==> config.mk <==
export PLATFORM = sky130hd
export DESIGN_NAME = fifo_queue_with_delete_unit
export DESIGN_NICKNAME = d
export VERILOG_FILES = /design/src/sv/fqd_pkg.sv /design/src/sv/fifo_queue_with_delete_unit.sv /design/src/sv/fqd_core.sv
export SDC_FILE = /design/constraint.sdc
export NUM_CORES = 1
export LEC_CHECK = 0
export BUFFER_PORTS_ARGS = -buffer_cell sky130_fd_sc_hd__clkbuf_2
export CAP_MARGIN = 0
export CELL_PAD_IN_SITES_DETAIL_PLACEMENT = 2
export CELL_PAD_IN_SITES_GLOBAL_PLACEMENT = 2
export CORE_MARGIN = 1
export CORE_UTILIZATION = 45
export CTS_CLUSTER_SIZE = 16
export DETAILED_ROUTE_END_ITERATION = 10
export GPL_TIMING_DRIVEN = 0
export PLACE_DENSITY_LB_ADDON = 0.08
export SETUP_SLACK_MARGIN = 0.15
export SYNTH_ARGS = -nofsm -noshare
export SYNTH_HDL_FRONTEND = slang
export SYNTH_SLANG_ARGS = --single-unit
==> constraint.sdc <==
create_clock -name clk -period 5.94 [get_ports clk]
set_input_delay 1.782 -clock clk [delete_from_list [all_inputs] [get_ports clk]]
set_output_delay 1.782 -clock clk [all_outputs]
set_load 0.01 [all_outputs]
==> src/sv/fqd_pkg.sv <==
`default_nettype none
package fqd_pkg;

  // Operation codes carried in the kind field of a request.
  localparam logic [1:0] OP_ENQUEUE = 2'd0;
  localparam logic [1:0] OP_DEQUEUE = 2'd1;
  localparam logic [1:0] OP_DELETE  = 2'd2;

  // Result status codes.
  localparam logic ST_OK     = 1'b0;
  localparam logic ST_REJECT = 1'b1;

  localparam int unsigned HANDLE_W = 32;
  localparam int unsigned COUNT_W  = 5;

  typedef struct packed {
    logic [1:0]          kind;
    logic [HANDLE_W-1:0] handle;
  } req_t;

  typedef struct packed {
    logic                status;
    logic [HANDLE_W-1:0] out_handle;
    logic [COUNT_W-1:0]  count;
  } rsp_t;

endpackage
`default_nettype wire

==> src/sv/fifo_queue_with_delete_unit.sv <==
// FIFO queue of nonzero handles with delete of the first matching handle.
// A request on req (kind, handle) is taken when req_valid is high and
// req_stall is low; each request yields exactly one response on rsp
// (status, out_handle, count), taken when rsp_valid is high and rsp_stall
// is low. The handles live in a single-port-write, registered-read memory
// used as a circular buffer, so every operation is a short read-modify-write
// sequence and one request is worked on at a time.
// An enqueue, and any request rejected at once (null handle, empty or full
// queue, unused kind), goes straight to its response; a dequeue first reads
// the front entry, and a delete walks the queue up to the fill level, at
// most DEPTH entries; the delete walk reads one entry per cycle to compare it
// and then moves each later entry down one slot on the same memory port.
// Results land in an output register, so a new request is taken while the
// previous response is still held by a stalled receiver; a finished result
// then waits inside the unit until the output register frees up.
// Reset (synchronous, active high) empties the queue at once; no clearing
// pass runs, since only entries below the fill level are ever read.
`default_nettype none
module fifo_queue_with_delete_unit #(
  parameter int unsigned DEPTH       = 16,
  parameter int unsigned HANDLE_BITS = 32
) (
  input  wire logic          clk,
  input  wire logic          rst,
  input  wire logic          req_valid,
  output logic               req_stall,
  input  wire fqd_pkg::req_t req,
  output logic               rsp_valid,
  input  wire logic          rsp_stall,
  output fqd_pkg::rsp_t      rsp
);

  logic          busy;
  logic          res_valid;
  fqd_pkg::rsp_t res;
  logic          res_take;

  fqd_core #(
    .DEPTH       (DEPTH),
    .HANDLE_BITS (HANDLE_BITS)
  ) u_core (
    .clk       (clk),
    .rst       (rst),
    .req_valid (req_valid),
    .req       (req),
    .busy      (busy),
    .res_valid (res_valid),
    .res       (res),
    .res_take  (res_take)
  );

  // The core only accepts a new request while idle.
  assign req_stall = busy;

  // The output register loads when it is empty or being emptied this cycle.
  assign res_take = res_valid && (!rsp_valid || !rsp_stall);

  always_ff @(posedge clk) begin
    if (rst) begin
      rsp_valid <= 1'b0;
    end else if (res_take) begin
      rsp_valid <= 1'b1;
    end else if (!rsp_stall) begin
      rsp_valid <= 1'b0;
    end
  end

  always_ff @(posedge clk) begin
    if (res_take) begin
      rsp <= res;
    end
  end

endmodule
`default_nettype wire

==> src/sv/fqd_core.sv <==
`default_nettype none
module fqd_core #(
  parameter int unsigned DEPTH       = 16,
  parameter int unsigned HANDLE_BITS = 32
) (
  input  wire logic          clk,
  input  wire logic          rst,
  input  wire logic          req_valid,
  input  wire fqd_pkg::req_t req,
  output logic               busy,
  output logic               res_valid,
  output fqd_pkg::rsp_t      res,
  input  wire logic          res_take
);

  localparam int unsigned AW = $clog2(DEPTH);
  localparam int unsigned CW = $clog2(DEPTH + 1);
  localparam logic [AW-1:0] LAST_ADDR = AW'(DEPTH - 1);
  localparam logic [AW:0]   DEPTH_SUM = (AW + 1)'(DEPTH);
  localparam logic [CW-1:0] DEPTH_CNT = CW'(DEPTH);

  typedef enum logic [4:0] {
    S_IDLE  = 5'b00001,
    S_DEQ   = 5'b00010,
    S_SCAN  = 5'b00100,
    S_SHIFT = 5'b01000,
    S_RESP  = 5'b10000
  } state_t;

  state_t state;

  // Circular buffer: entry at head is the front of the queue.
  logic [HANDLE_BITS-1:0] mem [DEPTH];
  logic [HANDLE_BITS-1:0] rd_data;
  logic [AW-1:0]          rd_addr;
  logic                   we;
  logic [AW-1:0]          wa;
  logic [HANDLE_BITS-1:0] wd;

  logic [AW-1:0] head;
  logic [CW-1:0] occ;

  // Delete walk: addr holds the entry whose data is in rd_data, pos its rank.
  logic [HANDLE_BITS-1:0] op_h;
  logic [AW-1:0]          addr;
  logic [AW-1:0]          wr_addr;
  logic [CW-1:0]          pos;
  logic                   res_status;
  logic [fqd_pkg::HANDLE_W-1:0] res_handle;

  logic [HANDLE_BITS+fqd_pkg::HANDLE_W-1:0] req_h_wide;
  logic [HANDLE_BITS-1:0]                   req_h;
  logic [HANDLE_BITS+fqd_pkg::HANDLE_W-1:0] rd_wide;
  logic [CW+fqd_pkg::COUNT_W-1:0]           occ_wide;

  logic [AW:0]   tail_sum;
  logic [AW-1:0] tail;
  logic [AW-1:0] head_inc;
  logic [AW-1:0] addr_inc;
  logic [CW-1:0] pos_inc;
  logic          more;
  logic          enq_ok;

  function automatic logic [AW-1:0] wrap_inc(input logic [AW-1:0] a);
    wrap_inc = (a == LAST_ADDR) ? '0 : a + AW'(1);
  endfunction

  // Handles are cut or zero-extended to the stored width.
  assign req_h_wide = {{HANDLE_BITS{1'b0}}, req.handle};
  assign req_h      = req_h_wide[HANDLE_BITS-1:0];
  assign rd_wide    = {{fqd_pkg::HANDLE_W{1'b0}}, rd_data};
  assign occ_wide   = {{fqd_pkg::COUNT_W{1'b0}}, occ};

  assign tail_sum = {1'b0, head} + {1'b0, occ[AW-1:0]};
  assign tail     = (tail_sum >= DEPTH_SUM) ? AW'(tail_sum - DEPTH_SUM) : tail_sum[AW-1:0];
  assign head_inc = wrap_inc(head);
  assign addr_inc = wrap_inc(addr);
  assign pos_inc  = pos + CW'(1);
  assign more     = (pos_inc < occ);
  assign enq_ok   = (req_h != '0) && (occ != DEPTH_CNT);

  always_comb begin
    we      = 1'b0;
    wa      = tail;
    wd      = req_h;
    rd_addr = head;
    case (state)
      S_IDLE: begin
        if (req_valid && (req.kind == fqd_pkg::OP_ENQUEUE) && enq_ok) begin
          we = 1'b1;
        end
      end
      S_SCAN: begin
        rd_addr = addr_inc;
      end
      S_SHIFT: begin
        rd_addr = addr_inc;
        we      = 1'b1;
        wa      = wr_addr;
        wd      = rd_data;
      end
      default: ;
    endcase
  end

  always_ff @(posedge clk) begin
    if (we) begin
      mem[wa] <= wd;
    end
    rd_data <= mem[rd_addr];
  end

  always_ff @(posedge clk) begin
    if (rst) begin
      state <= S_IDLE;
      head  <= '0;
      occ   <= '0;
    end else begin
      case (state)
        S_IDLE: begin
          if (req_valid) begin
            op_h       <= req_h;
            addr       <= head;
            pos        <= '0;
            res_status <= fqd_pkg::ST_REJECT;
            res_handle <= '0;
            state      <= S_RESP;
            case (req.kind)
              fqd_pkg::OP_ENQUEUE: begin
                if (enq_ok) begin
                  occ        <= occ + CW'(1);
                  res_status <= fqd_pkg::ST_OK;
                end
              end
              fqd_pkg::OP_DEQUEUE: begin
                if (occ != '0) begin
                  state <= S_DEQ;
                end
              end
              fqd_pkg::OP_DELETE: begin
                if ((req_h != '0) && (occ != '0)) begin
                  state <= S_SCAN;
                end
              end
              default: ;
            endcase
          end
        end
        S_DEQ: begin
          res_handle <= rd_wide[fqd_pkg::HANDLE_W-1:0];
          res_status <= fqd_pkg::ST_OK;
          head       <= head_inc;
          occ        <= occ - CW'(1);
          state      <= S_RESP;
        end
        S_SCAN: begin
          if (rd_data == op_h) begin
            if (more) begin
              wr_addr <= addr;
              addr    <= addr_inc;
              pos     <= pos_inc;
              state   <= S_SHIFT;
            end else begin
              occ        <= occ - CW'(1);
              res_status <= fqd_pkg::ST_OK;
              state      <= S_RESP;
            end
          end else if (more) begin
            addr <= addr_inc;
            pos  <= pos_inc;
          end else begin
            state <= S_RESP;
          end
        end
        S_SHIFT: begin
          wr_addr <= addr;
          if (more) begin
            addr <= addr_inc;
            pos  <= pos_inc;
          end else begin
            occ        <= occ - CW'(1);
            res_status <= fqd_pkg::ST_OK;
            state      <= S_RESP;
          end
        end
        S_RESP: begin
          if (res_take) begin
            state <= S_IDLE;
          end
        end
        default: begin
          state <= S_IDLE;
        end
      endcase
    end
  end

  assign busy           = (state != S_IDLE);
  assign res_valid      = (state == S_RESP);
  assign res.status     = res_status;
  assign res.out_handle = res_handle;
  assign res.count      = occ_wide[fqd_pkg::COUNT_W-1:0];

endmodule
`default_nettype wire

Word level (Yosys, flattened, before mapping)
Memory sizes are Yosys's and may differ from the RTL's. A register that Yosys moved wholly into a read port is not among the register bits.
Cells that the tools add are included.
W data, S select, Z words.

word-level totals
  flip-flop bits (word level) = 131
  RAM bits = 512
  bits of input ports = 38
  output and inout port bits = 40
  logic and storage cells = 111
  memories = 1

operators by class
  $add $sub $neg = 7
  order comparisons = 2
  equality and inequality tests = 20
  muxes and demuxes = 44
  bitwise logic cells = 1
  reductions and logical operators = 23

memories
  memory      words  bits a word  read ports  clocked after memory_dff  wr ports  line            text
  u_core.mem  16     32           1           1                         1         fqd_core.sv:33  logic [HANDLE_BITS-1:0] mem [DEPTH];

operators with widths
  cell                   count
  $mux W5                14
  $mux W32               2
  $pmux W32 S2           1
  $mux W4                9
  $eq A32 B32 Y1         1
  $reduce_bool A32 Y1    1
  $pmux W5 S5            1
  $pmux W5 S2            2
  $pmux W5 S4            1
  $pmux W4 S2            2
  $ne A2 B1 Y1 const B   7
  $reduce_and A4 Y1      3
  $add A5 B1 Y5 const B  2
  $mux W1                10
  $add A4 B1 Y4 const B  2
  $eq A4 B4 Y1 const B   2
  $reduce_and A3 Y1      2
  $reduce_bool A2 Y1     3
  $add A4 B4 Y5          1
  $eq A5 B1 Y1 const B   1
  $eq A5 B2 Y1 const B   1
  $eq A5 B3 Y1 const B   1
  $eq A5 B4 Y1 const B   1
  $eq A5 B5 Y1 const B   1
  other kinds (21)       26

Depth between registers and ports, before layout
Gate-level depths: netlist of run 1.

  word-level depth = 7
  gate-level depth with buffers = 11
  mapped depth without buffers = 9

Modules after synthesis
From an unflattened synthesis of run 1, not the netlist that was laid out.

unflattened totals
  cell total of the unflattened synthesis = 1823
  area total of the unflattened synthesis = 27448.8 um^2

modules (own cells, without submodules)
  module                       instances  cells each  area each (um^2)  sequential area each (um^2)
  fqd_core                     1          1781        26271.4           18637.9
  fifo_queue_with_delete_unit  1          42          1177.4            1161.1

Worst setup path after synthesis of run 1
No wires, ideal clock.

  path type = input to register
  from = in req[32] in the netlist's numbering
  to = mem u_core.mem[1][0], enable pin
  setup time = 0.421 ns
  arrival time = 4.089 ns
  required time = 5.519 ns
  slack = 1.430 ns
  stages on the path = 7
  path buffers = 0
  cell sequence = inv_1 ha_1 a21boi_0 o2111ai_1 a21boi_0 nand2_1 nor2_1

between the ends
  word-level cells in the longest chain between the ends = 7

ends and longest elaborated chain
  item                               line                               text
  start: declaration                 fifo_queue_with_delete_unit.sv:27  input wire fqd_pkg::req_t req,
  $logic_not A2 Y1                   fqd_core.sv:89                     if (req_valid && (req.kind == fqd_pkg::OP_ENQUEUE) && enq_ok) begin
  $logic_and A1 B1 Y1 (2 in series)  fqd_core.sv:89
  $mux W1                            fqd_core.sv:89
  $pmux W1 S2                        fqd_core.sv:87                     case (state)
  $mux W1                            fqd_core.sv:107                    if (we) begin
  $mux W1 (implied by the code)      fqd_core.sv:108                    mem[wa] <= wd;
  end: declaration                   fqd_core.sv:33

No other way between the ends.

Worst setup path after layout of run 1
  from = reg u_core.state[4]
  to = reg u_core.rd_data[20], read port of u_core.mem

between the ends
  word-level cells in the longest chain between the ends = 3
  elaborated cells on any way between the ends = 4
  those cells by class = eq/ne: 2; mux: 1; reduce/logical: 1

ends and longest elaborated chain
  item                                                 line             text
  start: declaration                                   fqd_core.sv:30   state_t state;
  start signal: assignment                             fqd_core.sv:115  state <= S_IDLE;
  start signal: assignment                             fqd_core.sv:127  state <= S_RESP;
  start signal: assignment                             fqd_core.sv:137  state <= S_DEQ;
  $eq A5 B3 Y1 / $eq A5 B4 Y1 (equally long branches)  fqd_core.sv:87
  $reduce_or A2 Y1 (no source line) (*)                -
  $mux W4 (*)                                          fqd_core.sv:87
  end: declaration                                     fqd_core.sv:34   logic [HANDLE_BITS-1:0] rd_data;

Every way passes the cells marked *; elsewhere a longest branch is shown, timed or not.
A chain may end at the register's enable or synchronous reset.

==> impl_metrics.toml, run 1 <==
[layout]
drive_gt1_frac = 0.143
register_area_um2 = 19800
area_growth_pct = 15.7
fill_cells = 5422
fin_util = 0.531
multi_input_area_um2 = 6370
fin_nets = 2122
fin_cells = 2899

[die]
core_um2 = 59500
std_cell_rows = 89
io_pins = 78
die_area_um2 = 61600
die_y_um = 248
dieWidth_um = 248
initial_utilization = 0.459

[clock_tree]
clk_pin_slew_ns = 0.06
h-tree-depth = 3
cts_resized = 0
cts_tree = "yes"
ctsHoldBuffers = 0
cts_buffers = 73
cts_setup_buffers = 0
clkSinkCount = 675
clock_latency_ns = 0.63
clk_path_buf_depth = 3
clockRootBuffer = "clkbuf_16"

[power_and_ir_drop]
switching_share = 0.212
power.total_w = 0.0103
seqPwrFrac = 0.516
p_sw_w = 0.00217
leakage_nw = 11.2
internal-power_w = 0.00808
clockPowerShare = 0.457
ir_drop_uv = 262
power_density_nw_per_um2 = 325
combPwrFrac = 0.027

[drt]
vias_per_cell = 6.37
dr_wl_met3_um = 7730
drt_iter0_markers = 1884
met2_length_um = 50900
dr.max_layer_used = "met4"
ant_nets = 0
via_count = 18500
drcViolationCount = 0
dr.pass1.iters = 5
wire_per_inst_um = 35.2
wl_met1_um = 39600
totalWireLength_um = 102000

[critical_path]
cp-start-kind = "register"
critical_path.reg2reg.endpoint = "u_core.rd_data[20]$_DFF_P_"
cp.required_ns = 6.37
path_class = "register to register"
worst_path_max_delay_cell = "clkbuf_1"
cp-end-kind = "register"
cp.arrival_ns = 5.13
critPathMaxFanout = 10
cp_cell_sequence = "nor3_1 -> nand2_1 -> a32oi_1 -> clkbuf_1 -> nor2_1 -> nor4_1"
rr_worst_depth = 6
reg2reg_slack_ns = 1.24
r2r_start = "u_core.state[4]$_SDFFE_PP0P_"
cp_slowest_stage_delay_ns = 1.06

[yosys]
syn_avg_cell_area_um2 = 14.4
yosys.cell_count.top_type = "edfxtp_1"
synth-main-ff-cell = "edfxtp_1"
yosysSeqAreaShare = 0.726
synth.distinct_cells = 57
async_flop_share = 0
syn_nets = 1953
syn-instance-count = 1897
synth_common_cells = "edfxtp_1 (628), inv_1 (201), nand3_1 (200), o211ai_1 (195), a21oi_1 (118)"
syn_area_um2 = 27300
ys_ff_latch = 675
ys_warn_count = 0
synth-edff-count = 628
synth.top_cell.area_share = 0.691
netlist.top_cell.by_area = "edfxtp_1"
synth_area_leaders = "edfxtp_1 (69%), o211ai_1 (5.4%), nand3_1 (3.7%)"

[timing]
period_share = 0.792
slew_violations = 0
setup_viol = 0
final-hold-violation-count = 0
max_slew_margin = 0.0394
worstMarginPinSlew_ns = 1.44
grt_setup_unrepaired = "no"
worst_clock_skew_ns = 0.0245
fmax_mhz = 213
setup_ws_ns = 1.24
period_minus_slack_ns = 4.70
fin_setup_tns_ns = 0

[hold_path]
hp-start = "u_core.res_handle[25]$_SDFFCE_PN0P_"
holdPathStages = 0
hold_end = "rsp[30]$_DFFE_PP_"
hp-class = "register to register"

[grt]
grt_pass1_wl_um = 145000
grtUsageTotal = 0.338
grt_max_degree = 33
gr-total-overflow = 0
antenna_found_initial = 4
grt_pass1_vias = 19900

[flow_run]
drv_cap = 0

[placement]
place_hpwl_um = 67500
portBuffers = 76
detailedPlace.worstSlack_ns = 1.11
place.gp.congestion = 0.826
dp_cells = 2764

[status]
outcome = "finished, final reports clean"
==> logic make-up (layout without fill, tap and decap cells) <==
group                      count (synthesis)  count (layout)  synth area share
other                                      0               2                 0
muxes                                     68              68            0.0367
and+or+nand+nor                          410             410            0.0787
buffers and inverters                    320             547            0.0460
AOI/OAI and AO/OA                        361             361            0.0892
DFF                                      675             675             0.726
adders and majority gates                 18              18           0.00881
xor gates and xnor gates                  45              45            0.0147
==> registers in the layout, summed over array words and instances, names as in the netlist <==
name,flops
u_core.mem,512
rsp,38
u_core.op_h,32
u_core.rd_data,32
u_core.res_handle,32
u_core.occ,5
u_core.pos,5
u_core.state,5
u_core.addr,4
u_core.head,4
u_core.wr_addr,4
rsp_valid,1
u_core.res_status,1
==> critical path: cells and delay by family (launching register included) <==
kind | cells | cell delay (ns)
compound gates | 1 | 0.72
simple gates | 4 | 2.36
buf+inv | 1 | 1.06
flops | 1 | 0.37
==> metal layers <==
layer	track usage	vias up
met5	0	-
met4	0.127	0
met3	0.0502	219
met2	0.580	950
met1	0.433	9794
li1	-	7508
==> placed cells by master, fill, tap and decap left out, types with 3 or more instances in the layout <==
cell type,Yosys,layout
a21o_1,6,6
a21oi_1,118,116
a32o_1,10,10
and2_1,37,37
and3_1,3,3
buf_1,6,6
buf_12,0,17
buf_2,15,15
buf_6,4,4
bufinv_16,0,5
clkbuf_1,91,113
clkbuf_16,0,79
clkbuf_2,0,76
clkbuf_8,0,9
clkinv_1,0,10
clkinv_2,0,6
dfxtp_1,47,47
edfxtp_1,628,628
ha_1,16,16
inv_1,201,201
mux2_2,34,34
mux2i_1,11,11
mux4_2,22,22
nand2_1,45,45
nand2b_1,5,5
nand3_1,200,200
nand4_1,10,10
nor2_1,52,35
nor2_4,0,17
nor4_1,36,36
nor4_2,7,7
o211ai_1,195,195
o21a_1,3,3
o21ai_0,8,8
or3_1,3,3
xnor2_1,38,38
xor2_1,6,6
==> through the flow <==
| step | cell area, µm² | hold slack [ns] |
|---|---|---|
| after detailed placement | 29100 | 0.407 |
| after CTS | 31600 | 0.420 |
| after global placement | 28600 | 0.400 |
| after global routing | 31600 | 0.431 |
| after floorplan | 27300 | 0.400 |
| final | 31600 | 0.413 |
==> cell type report <==
type                    instances  share of cell area
clock inverters                23             0.00753
well taps                     773              0.0306
multi-input cells             902               0.202
repair buffers                 94              0.0237
plain buffers                 117              0.0156
clock buffers                 110              0.0692
flip-flops and latches        675               0.627
inverters                     203              0.0241
diodes                          2            0.000159
==> worst max path at each step <==
stage / to / depth (start not counted) / start / slack [ns]
after CTS: u_core.rd_data[20]$_DFF_P_ / 6 / u_core.state[4]$_SDFFE_PP0P_ / 1.47
after global placement: u_core.mem[3][13]$_DFFE_PP_ / 7 / req[3] / -1.12
after detailed placement: u_core.mem[13][8]$_DFFE_PP_ / 8 / req[1] / 1.11
after floorplan: u_core.mem[1][0]$_DFFE_PP_ / 7 / req[32] / 1.43
after global routing: u_core.rd_data[20]$_DFF_P_ / 6 / u_core.state[4]$_SDFFE_PP0P_ / 1.31
final: u_core.rd_data[20]$_DFF_P_ / 6 / u_core.state[4]$_SDFFE_PP0P_ / 1.24
==> power by group through the flow <==
stage / clock network [W] / registers, W / logic, W
global placement: 0 / 0.00539 / 0.000240
finish: 0.00468 / 0.00529 / 0.000279
floorplan: 0 / 0.00537 / 0.000137
CTS: 0.00471 / 0.00529 / 0.000277
global route: 0.00486 / 0.00529 / 0.000293
detailed placement: 0 / 0.00539 / 0.000271
No activity file was read; power rests on OpenSTA's default activity.
==> inputs of run 2 (changes only) <==
--- a/config.mk
+++ b/config.mk
@@ -10,7 +10,7 @@
 export CELL_PAD_IN_SITES_DETAIL_PLACEMENT = 2
 export CELL_PAD_IN_SITES_GLOBAL_PLACEMENT = 2
 export CORE_MARGIN = 1
-export CORE_UTILIZATION = 45
+export CORE_UTILIZATION = 41
 export CTS_CLUSTER_SIZE = 16
 export DETAILED_ROUTE_END_ITERATION = 10
 export GPL_TIMING_DRIVEN = 0
==> constraint.sdc (replaced) <==
create_clock -name clk -period 3.97 [get_ports clk]
set_input_delay 1.191 -clock clk [delete_from_list [all_inputs] [get_ports clk]]
set_output_delay 1.191 -clock clk [all_outputs]
set_load 0.01 [all_outputs]
==> run 2 against run 1 <==
Combinational power up 49%. Register-to-register slack lost 1.0 ns. Clock skew is 0.0031 ns lower. Critical path depth is 1 lower. Via count fell by 3.4%. First-iteration DRC count shrank 10%. Clock power rose by 48%. Maximum frequency up 25%. Critical path type unchanged. Critical endpoint is now u_core.wr_addr[0]$_DFFE_PP_. Largest power group unchanged. Highest routed layer unchanged.
==> impl_metrics.toml, run 2 (synthesis results as in run 1) <==
[layout]
top_register = "u_core.mem"
fin_cells = 2998
fin_nets = 2131
reg_top3 = "u_core.mem (512), rsp (38)"
fin_util = 0.484
layout_common_cells = "edfxtp_1 (628), inv_1 (201), nand3_1 (200)"
area_growth_pct = 16.7
drive_gt1_frac = 0.150
largest_register_ffs = 512
layout_commonest_cell = "edfxtp_1"

[die]
dieWidth_um = 260
std_cell_rows = 94
io_pins = 78
die_y_um = 260
initial_utilization = 0.415
core_um2 = 65700
die_area_um2 = 67600

[critical_path]
worst_path_max_delay_cell = "nor4_1"
path_class = "register to register"
rr_worst_depth = 5
critPathMaxFanout = 8
cp.required_ns = 4.23
startpoint = "u_core.rd_data[7]$_DFF_P_"
cp_slowest_stage_delay_ns = 0.93
cp.arrival_ns = 4.03
r2r_start = "u_core.rd_data[7]$_DFF_P_"
cp-end-kind = "register"
cp_cell_sequence = "xnor2_1 -> nand4_1 -> nor4_1 -> a21boi_1 -> a211oi_1"
cp-start-kind = "register"

[timing]
period_share = 0.949
worst_clock_skew_ns = 0.0214
max_slew_margin = 0.0649
final-hold-violation-count = 0
fmax_mhz = 266
slew_violations = 0
worstMarginPinSlew_ns = 1.40
period_minus_slack_ns = 3.77
setup_viol = 0
setup_ws_ns = 0.204
grt_setup_unrepaired = "no"
hold-worst-slack_ns = 0.420

[drt]
vias_per_cell = 5.95
totalWireLength_um = 98100
ant_nets = 0
dr.pass1.iters = 6
drcViolationCount = 0
wire_per_inst_um = 32.7
drt_iter0_markers = 1690
via_count = 17800

[grt]
gr-total-overflow = 0
grt_pass1_vias = 19500
grtUsageTotal = 0.294
antenna_found_initial = 5
grt_pass1_wl_um = 140000
grt_max_degree = 33

[placement]
place.gp.congestion = 0.805
detailedPlace.worstSlack_ns = -0.816
place_hpwl_um = 66300
dp_cells = 2856
portBuffers = 76

[hold_path]
hp-class = "register to register"
holdPathStages = 0
hp-start = "u_core.res_handle[15]$_SDFFCE_PN0P_"

[power_and_ir_drop]
clockPowerShare = 0.454
internal-power_w = 0.0120
ir_drop_uv = 365
p_sw_w = 0.00327
power_density_nw_per_um2 = 480
leakage_nw = 11.2
combPwrFrac = 0.027
switching_share = 0.214
seqPwrFrac = 0.518

[clock_tree]
clkSinkCount = 675
clk_pin_slew_ns = 0.06
cts_tree = "yes"
cts_buffers = 75
clk_path_buf_depth = 3
h-tree-depth = 3
clockRootBuffer = "clkbuf_16"
clock_latency_ns = 0.63

[status]
outcome = "finished, final reports clean"

[flow_run]
drv_cap = 0
==> run 2: changes by cell type in the layout (fill, tap and decap cells not counted), moves of 3 or more <==
cell      previous run  this run
clkinv_2             6         9
clkbuf_1           113       110
buf_12              17        20
inv_6                1         4
==> run 2: routing by layer <==
layer | up-vias | track usage | wire, µm
met2 | 670 | 0.494 | 47900
met5 | - | 0 | 0
met4 | 0 | 0.114 | 3850
li1 | 7531 | - | -
met3 | 199 | 0.0419 | 5560
met1 | 9447 | 0.385 | 40700
==> run 2: repair_timing <==
item | CTS | global route
endpoints found under the setup margin | 373 | 66
hold buffers | 0 | 0
pin swaps | 0 | 2
gates cloned | 0 | 0
buffers inserted | 0 | 6
resized for setup | 4 | 1
==> run 2: power groups by stage <==
stage	clock network, W	registers, W	logic (W)
2_1_floorplan	0	0.00803	0.000206
3_5_place_dp	0	0.00806	0.000411
5_1_grt	0.00725	0.00792	0.000442
6_report	0.00694	0.00791	0.000416
3_3_place_gp	0	0.00806	0.000370
4_1_cts	0.00703	0.00791	0.000416
==> run 2: worst paths after layout <==
path | to | slack, ns
setup / recovery | u_core.wr_addr[0]$_DFFE_PP_ | 0.20
hold / removal | rsp[20]$_DFFE_PP_ | 0.42
setup reg to reg | u_core.wr_addr[0]$_DFFE_PP_ | 0.20
hold reg to reg | rsp[20]$_DFFE_PP_ | 0.42
==> run 2: cell type report <==
cell class | count | area (µm²)
Clock inverter | 31 | 308
Tap cell | 864 | 1080
Inverter | 203 | 762
Antenna cell | 1 | 2.50
Buffer | 117 | 493
Sequential cell | 675 | 19800
Clock buffer | 104 | 2100
Timing Repair Buffer | 101 | 878
Multi-Input combinational cell | 902 | 6400
Fill cell | 6144 | 33900
==> run 2: critical path: cells and delay by family (launching register included) <==
| family | cells | cell delay, ns |
|---|---|---|
| AND/OR/NAND/NOR | 2 | 1.34 |
| AO/OA/AOI/OAI | 2 | 1.10 |
| XOR/XNOR | 1 | 0.53 |
| flip-flops | 1 | 0.42 |
==> run 2: through the flow <==
stage               total power [W]  area [µm²]  setup TNS, ns
global route                 0.0156       31800              0
finish                       0.0153       31800              0
CTS                          0.0154       31700              0
global placement            0.00843       28800        -992.99
detailed placement          0.00847       29300        -302.92
floorplan                   0.00824       27300              0
==> inputs of run 3 (changes only) <==
--- a/config.mk
+++ b/config.mk
@@ -5,12 +5,14 @@
 export SDC_FILE = /design/constraint.sdc
 export NUM_CORES = 1
 export LEC_CHECK = 0
+export ABC_AREA = 1
 export BUFFER_PORTS_ARGS = -buffer_cell sky130_fd_sc_hd__clkbuf_2
 export CAP_MARGIN = 0
 export CELL_PAD_IN_SITES_DETAIL_PLACEMENT = 2
 export CELL_PAD_IN_SITES_GLOBAL_PLACEMENT = 2
+export CORE_ASPECT_RATIO = 1.75
 export CORE_MARGIN = 1
-export CORE_UTILIZATION = 41
+export CORE_UTILIZATION = 39
 export CTS_CLUSTER_SIZE = 16
 export DETAILED_ROUTE_END_ITERATION = 10
 export GPL_TIMING_DRIVEN = 0
==> run 3 against run 2 <==
Clock skew grew 0.0064 ns. Critical endpoint is now u_core.mem[2][25]$_DFFE_PP_. Clock power down 7.2%. Critical path depth increased by 2. Flip-flop and latch count unchanged. Critical path type unchanged. Largest power group unchanged. Sequential share of layout area down 0.90 points. Register-to-register slack better by 0.12 ns. First-iteration DRC count shrank 41%. Non-clock buffer count is 27 higher. Total power rose by 7.1%.
==> impl_metrics.toml, run 3 <==
[critical_path]
cp.arrival_ns = 3.97
cp-start-kind = "register"
cp_cell_sequence = "ha_1 -> inv_1 -> fa_1 -> a21oi_1 -> nand3_1 -> nor2_4 -> buf_12"
cp.required_ns = 4.30
cp-end-kind = "register"
worst_path_max_delay_cell = "a21oi_1"
critPathMaxFanout = 18
path_class = "register to register"
cp_slowest_stage_delay_ns = 0.72

[timing]
period_minus_slack_ns = 3.64
setup_viol = 0
grt_setup_unrepaired = "no"
worst_clock_skew_ns = 0.0278
final-hold-violation-count = 0
worstMarginPinSlew_ns = 1.21
setup_ws_ns = 0.326
fin_setup_tns_ns = 0
slew_violations = 0
period_share = 0.918
max_slew_margin = 0.187
fmax_mhz = 274

[drt]
dr.pass1.iters = 5
wire_per_inst_um = 28.1
vias_per_cell = 5.44
totalWireLength_um = 97900
via_count = 19000
ant_nets = 0
drcViolationCount = 0
drt_iter0_markers = 996

[yosys]
synth-main-ff-cell = "edfxtp_1"
synth_common_cells = "edfxtp_1 (628), nand2_1 (529), inv_1 (318), o211ai_1 (224), nand3_1 (206)"
syn_area_um2 = 27800
synth_area_leaders = "edfxtp_1 (68%), nand2_1 (7.1%), o211ai_1 (6.1%)"
yosysSeqAreaShare = 0.713
async_flop_share = 0
synth.top_cell.area_share = 0.679
syn-instance-count = 2324
netlist.top_cell.by_area = "edfxtp_1"
syn_nets = 2380
ys_ff_latch = 675
ys_warn_count = 0
yosys.cell_count.top_type = "edfxtp_1"
synth.distinct_cells = 37
synth-edff-count = 628
syn_avg_cell_area_um2 = 12.0

[status]
outcome = "finished, final reports clean"

[clock_tree]
cts_resized = 2
clkSinkCount = 675
clock_latency_ns = 0.64
h-tree-depth = 3
cts_buffers = 68
cts_tree = "yes"
clockRootBuffer = "clkbuf_16"
clk_path_buf_depth = 3
ctsHoldBuffers = 0
cts_setup_buffers = 0
clk_pin_slew_ns = 0.06

[placement]
detailedPlace.worstSlack_ns = 0.00761
place_hpwl_um = 71300
portBuffers = 77
place.gp.congestion = 0.821

[grt]
antenna_found_initial = 0
grt_pass1_wl_um = 142000
grt_pass1_vias = 21400
grtUsageTotal = 0.276
gr-total-overflow = 0
grt_max_degree = 28

[power_and_ir_drop]
leakage_nw = 12.3
ir_drop_uv = 310
power_density_nw_per_um2 = 506

[layout]
layout_common_cells = "edfxtp_1 (628), nand2_1 (529), inv_1 (313)"
insertedDiodeCount = 0
top_register = "u_core.mem"
layout_commonest_cell = "edfxtp_1"
fill_cells = 7001
largest_register_ffs = 512
drive_gt1_frac = 0.137
area_growth_pct = 16.2
reg_top3 = "u_core.mem (512), rsp (38)"
fin_nets = 2579

[flow_run]
drv_cap = 0

[die]
die_area_um2 = 72400
initial_utilization = 0.394
io_pins = 78
core_um2 = 70500
die_y_um = 355
dieWidth_um = 204
std_cell_rows = 129

[hold_path]
hp-class = "register to register"
[run 3: cell types whose count changed in the layout (fill, tap and decap cells not counted), moves of 34 or more]
cell,previous run,this run
buf_2,15,74
nor2_1,35,97
buf_4,3,40
a21oi_1,116,11
inv_1,201,313
and2_1,37,0
mux2_2,34,0
nand2_1,45,529
o21ai_1,1,36
clkbuf_1,110,31
[run 3: power breakdown]
group	internal (W)	switching, W	total (W)
combinational	0.000468	0.00118	0.00165
sequential	0.00810	0.000161	0.00826
clock	0.00362	0.00281	0.00644
[run 3: per-layer routing]
metal	GRT usage	wire [µm]
met1	0.284	34700
met4	0.147	4990
met2	0.534	55100
met5	0	0
met3	0.0300	3190
[run 3: cells by family (layout without fill, tap and decap cells)]
kind of cell / Yosys count / count (layout) / synth area share
simple gates: 871 / 871 / 0.130
fa+ha+maj: 18 / 18 / 0.00865
buf+inv: 436 / 684 / 0.0649
compound gates: 293 / 293 / 0.0741
xor+xnor: 31 / 31 / 0.00977
flops: 675 / 675 / 0.713
[run 3: metrics by stage]
stage / cell area (µm²) / power, W / utilization / hold slack, ns / instances
floorplan: 27800 / 0.00927 / - / 0.400 / 2324
global placement: 29300 / 0.00987 / 0.416 / 0.400 / 3318
detailed placement: 30100 / 0.0101 / 0.427 / 0.405 / 3370
CTS: 32300 / 0.0165 / 0.458 / 0.419 / 3489
global route: 32300 / 0.0169 / 0.458 / 0.423 / 3489
finish: 32300 / 0.0163 / 0.458 / 0.417 / 3489
[run 3: final cells by class]
type,instances,area [µm²],area share
flip-flops and latches,675,19800,0.613
clock buffers,82,1840,0.0569
well taps,917,1150,0.0355
repair buffers,129,1090,0.0336
multi-input cells,1213,6300,0.195
plain buffers,116,603,0.0187
clock inverters,37,313,0.00969
inverters,320,1200,0.0372
[run 3: critical path, delay by kind of cell (launching register included)]
kind	cells	cell delay (ns)
simple gates	2	0.99
compound gates	1	0.72
fa+ha+maj	2	0.70
flops	1	0.57
buf+inv	2	0.34
[run 3: worst paths after layout]
path / from / end / slack [ns] / cells past startpoint
worst max-delay path: u_core.occ[0]$_SDFFE_PP0P_ / u_core.mem[2][25]$_DFFE_PP_ / 0.33 / 7
worst min-delay path: u_core.res_handle[7]$_SDFFCE_PN0P_ / rsp[12]$_DFFE_PP_ / 0.42 / 0
worst max register to register: u_core.occ[0]$_SDFFE_PP0P_ / u_core.mem[2][25]$_DFFE_PP_ / 0.33 / 7
worst min register to register: u_core.res_handle[7]$_SDFFCE_PN0P_ / rsp[12]$_DFFE_PP_ / 0.42 / 0
